--- config.mk ---
export PLATFORM = sky130hd
export DESIGN_NAME = gcd_front
export DESIGN_NICKNAME = d
export VERILOG_FILES = /design/src/hdl/gcd_pkg.sv /design/src/hdl/gcd_front.sv
export SDC_FILE = /design/constraint.sdc
export NUM_CORES = 1
export LEC_CHECK = 0
export ABC_AREA = 1
export BUFFER_PORTS_ARGS = -buffer_cell sky130_fd_sc_hd__buf_2
export CAP_MARGIN = 15
export CORE_UTILIZATION = 51
export CTS_CLUSTER_DIAMETER = 80
export DETAILED_ROUTE_END_ITERATION = 10
export GPL_ROUTABILITY_DRIVEN = 0
export PLACE_DENSITY_LB_ADDON = 0.1
export RECOVER_POWER = 100
export REMOVE_ABC_BUFFERS = 1
export SLEW_MARGIN = 5
export SYNTH_ARGS = -nofsm -noshare
export SYNTH_HDL_FRONTEND = slang
export SYNTH_SLANG_ARGS = --single-unit
--- constraint.sdc ---
create_clock -name clock -period 3.48 [get_ports clock]
set_input_delay 0.696 -clock clock [delete_from_list [all_inputs] [get_ports clock]]
set_output_delay 0.696 -clock clock [all_outputs]
set_load 0.005 [all_outputs]
--- src/hdl/gcd_pkg.sv ---
// Shared types and constants for the genome compatibility distance block.
// No dependencies; imported by the top module, the front end and the back end.
`default_nettype none

package gcd_pkg;

   localparam int INNOV_W  = 24;
   localparam int WEIGHT_W = 17;
   localparam int GENE_W   = INNOV_W + WEIGHT_W;
   localparam int COEF_W   = 16;
   localparam int DIST_W   = 18;
   localparam int LIMIT_W  = 13;
   localparam int QUEUE_DEPTH = 4;

   localparam logic [DIST_W-1:0] DIST_MAX = 18'h3FFFF;
   localparam int MATCH_SAT  = 511;
   localparam int COUNT_SAT  = 1023;

   typedef enum logic [1:0] {
      OP_LOAD_A  = 2'd0,
      OP_LOAD_B  = 2'd1,
      OP_COMPUTE = 2'd2,
      OP_NONE    = 2'd3
   } op_type;

   typedef enum logic [2:0] {
      CSR_EXCESS_COEFF   = 3'd0,
      CSR_DISJOINT_COEFF = 3'd1,
      CSR_WEIGHT_COEFF   = 3'd2,
      CSR_THRESHOLD      = 3'd3,
      CSR_SMALL_LIMIT    = 3'd4
   } csr_index_type;

   typedef enum logic [1:0] {
      TERM_EXCESS   = 2'd0,
      TERM_DISJOINT = 2'd1,
      TERM_WEIGHT   = 2'd2
   } term_type;

   typedef enum logic [2:0] {
      BK_IDLE,
      BK_READ,
      BK_COMPARE,
      BK_PREP,
      BK_MUL,
      BK_DIV_GO,
      BK_DIV_WAIT,
      BK_EMIT
   } back_state_type;

   typedef struct packed {
      logic [COEF_W-1:0]  excess_coeff;
      logic [COEF_W-1:0]  disjoint_coeff;
      logic [COEF_W-1:0]  weight_coeff;
      logic [DIST_W-1:0]  species_threshold;
      logic [LIMIT_W-1:0] small_genome_limit;
   } cfg_type;

   typedef struct packed {
      op_type                      op;
      logic [INNOV_W-1:0]          innovation;
      logic signed [WEIGHT_W-1:0]  weight;
   } item_type;

   typedef struct packed {
      logic [DIST_W-1:0] distance;
      logic              same_species;
      logic [8:0]        matching_count;
      logic [9:0]        disjoint_count;
      logic [9:0]        excess_count;
      logic              overflow;
   } rsp_type;

endpackage

`default_nettype wire

--- src/hdl/gcd_front.sv ---
// Front end: accepts requests, drops unused opcodes, queues the rest.
// Depends on gcd_pkg.
`default_nettype none

module gcd_front (
   input  logic                clock,
   input  logic                reset,
   input  logic                req_valid,
   output logic                req_ready,
   input  gcd_pkg::item_type   req_item,
   output logic                item_valid,
   output gcd_pkg::item_type   item,
   input  logic                item_pop
);
   import gcd_pkg::*;

   localparam int PTR_W = $clog2(QUEUE_DEPTH);
   localparam int CNT_W = $clog2(QUEUE_DEPTH + 1);

   item_type         entry_ff [QUEUE_DEPTH];
   logic [PTR_W-1:0] wr_ptr_ff, wr_ptr_in;
   logic [PTR_W-1:0] rd_ptr_ff, rd_ptr_in;
   logic [CNT_W-1:0] count_ff, count_in;
   logic             push;

   assign req_ready  = count_ff != CNT_W'(QUEUE_DEPTH);
   // Unused opcodes are taken and dropped here.
   assign push       = req_valid && req_ready && (req_item.op != OP_NONE);
   assign item_valid = count_ff != '0;
   assign item       = entry_ff[rd_ptr_ff];

   always_comb begin
      wr_ptr_in = push ? wr_ptr_ff + PTR_W'(1) : wr_ptr_ff;
      rd_ptr_in = item_pop ? rd_ptr_ff + PTR_W'(1) : rd_ptr_ff;
      count_in  = count_ff;
      if (push && !item_pop) begin
         count_in = count_ff + CNT_W'(1);
      end else if (!push && item_pop) begin
         count_in = count_ff - CNT_W'(1);
      end
   end

   always_ff @(posedge clock) begin
      if (reset) begin
         wr_ptr_ff <= '0;
         rd_ptr_ff <= '0;
         count_ff  <= '0;
      end else begin
         wr_ptr_ff <= wr_ptr_in;
         rd_ptr_ff <= rd_ptr_in;
         count_ff  <= count_in;
      end
      if (push) begin
         entry_ff[wr_ptr_ff] <= req_item;
      end
   end

endmodule

`default_nettype wire

==> results.toml <==
[status]
status = "complete, no violations"

[critical_path]
worstSetupStartpointType = "register"
worstReg2RegStart = "count_ff[0]$_SDFFE_PP0P_"
path_class = "reg -> out"
reg2reg_slack_ns = 0.97
setup.worst_path.end_class = "primary output"
crit_path_end = "item[6]"
cp.arrival_ns = 2.28
worstReg2RegEnd = "entry_ff[3][14]$_DFFE_PP_"
crit_required_ns = 2.78
reg2regPathDepth = 5
critPathMaxFanout = 31

[logic_synthesis]
seq_area_frac_synth = 0.7821
synth.distinct_cells = 18
ys.warnings.count = 0
synth_area_sq_mm = 0.006834
ys_seq_elements = 181
syn_inst = 482
postSynthAreaPerCell_sq_um = 14.18

[final_layout]
syn_to_final_growth_pct = 14.68
finalNetCount = 630
n_antenna_cell = 0
final_common_cell = "edfxtp_1"
layout_common_cells = "172 x edfxtp_1, 91 x nor2_1, 85 x o21ai_0, 67 x clkbuf_1, 43 x o22ai_1"
drive_gt1_frac = 0.1124

[placement]
io_buffers = 91
pre_cts_slack_ns = 0.7715
dpl.hpwl_mm = 7.287

[pwr]
power_uw = 4575
ir_worst_vdd_v = 0.0003403
p_leak_uw = 0.002639
powerDensity_mw_per_mm2 = 583.8

[sta]
finalSetupViolCount = 0
finalMaxSlewViolations = 0
skew_ns = 0.004470
max_freq_ghz = 0.3365
finalCritPeriodShare = 0.8540
rsz0062_at_grt = "false"
relSlewSlack = 0.1382
worst_hold_slack_ns = 0.4505
setup_tns_ns = 0
fin_ws_ns = 0.5081
worst_slew_pin_slew_ns = 1.293
hold_viol = 0
fin_crit_ns = 2.972

[drt]
routed_via_density = 5.312
firstDrtPassIters = 4
wl_met1_mm = 5.760
routedWlPerCell_um = 17.28
route.met3.wl_um = 789
routed_wl_mm = 13.12
drt_first_iter_violations = 374
drtAntennaViolNets = 0
dr_wl_met2_mm = 6.461
route.detailed.drc = 0
dr.max_layer_used = "met4"
num_vias = 4032

[clocking]
clockBufferDepth = 2
cts-htree-levels = 4
cts_resized = 0
cts.sinks = 181
root_buffer = "clkbuf_16"
post_cts_buffers = 0
clk_latency_ns = 0.41
cts_buffers = 17
cts_hold_buffers = 0
cts_tree = "yes"
clk_pin_slew_ns = 0.06

[floorplan]
die-height_um = 117.8
dieArea_sq_mm = 0.01387
die_w_um = 117.8
rows = 41
fp.coreArea_sq_mm = 0.01282
initial_core_util = 0.5329
io_pins = 92

[global_routing]
antenna_found_initial = 0
grt_pass1_wl_mm = 20.70
grt_max_degree = 47
track_usage = 0.1999
grt_pass1_vias = 4015
overflow = 0

[min_path]
hold_class = "reg -> reg"
hold_start = "rd_ptr_ff[1]$_SDFFE_PP0P_"

[run]
cap_violations = 0
[report_power, final]
part | internal (uW) | total (uW) | switching, uW
Combinational | 142 | 435 | 294
Sequential | 2510 | 2550 | 36.8
Clock | 886 | 1590 | 705
Total | 3540 | 4580 | 1040
[kinds of logic (layout without fill, tap and decap cells)]
logic type                 Yosys count  after routing  synth area share
and+or+nand+nor                    109            109           0.06115
DFF                                181            181            0.7821
buffers and inverters               47            152           0.03497
AOI/OAI and AO/OA                  139            139            0.1097
adders and majority gates            6              6           0.01208
[worst max-delay path, cell delays in order (launching register included)]
cell      delay [ns]
dfxtp_2         0.67
clkbuf_2        0.59
o21ai_0         0.19
o22ai_1         0.25
clkbuf_2        0.16
[per-layer routing]
layer  track usage  vias up
li1              -     1964
met1        0.2544     1945
met2        0.3276      117
met3       0.05184        6
met4       0.08013        0
met5             0        -
[sequential cells by signal, summed over array words and instances, names as in the netlist, named ones only]
register / count
entry_ff: 172
count_ff: 3
rd_ptr_ff: 2
wr_ptr_ff: 2
[cell type report]
type	count	area (sq um)
Clock buffer	21	440.4
Clock inverter	8	38.79
Fill cell	1043	4987
Inverter	21	78.83
Multi-Input combinational cell	254	1280
Sequential cell	181	5346
Tap cell	172	215.2
Timing Repair Buffer	102	437.9
[cell usage after synthesis (all sizes together)]
cell type,number,area share
dfxtp,9,0.026
buf,15,0.017
fa,1,0.0029
inv,21,0.012
ha,5,0.0092
edfxtp,172,0.76
nand2,8,0.0044
clkbuf,11,0.0060
o21ai,90,0.066
nand3,5,0.0037
nor2,95,0.052
a21oi,6,0.0044
nand4,1,0.00092
o22ai,43,0.039
[worst min path at each step]
stage	endpoint	slack, ns	cells past startpoint
floorplan	register	0.41	1
global placement	rd_ptr_ff[1]$_SDFFE_PP0P_	0.43	1
detailed placement	rd_ptr_ff[1]$_SDFFE_PP0P_	0.43	1
CTS	register	0.45	1
global route	rd_ptr_ff[1]$_SDFFE_PP0P_	0.49	1
finish	rd_ptr_ff[1]$_SDFFE_PP0P_	0.45	1
[per-stage QoR]
stage	instance area (sq um)	util	std cells
after floorplan	6674	-	456
after global placement	7458	0.5816	730
after detailed placement	7458	0.5816	730
after CTS	7938	0.6189	759
after global routing	7838	0.6111	759
final	7838	0.6111	759
Power figures use the tool's default switching activity.
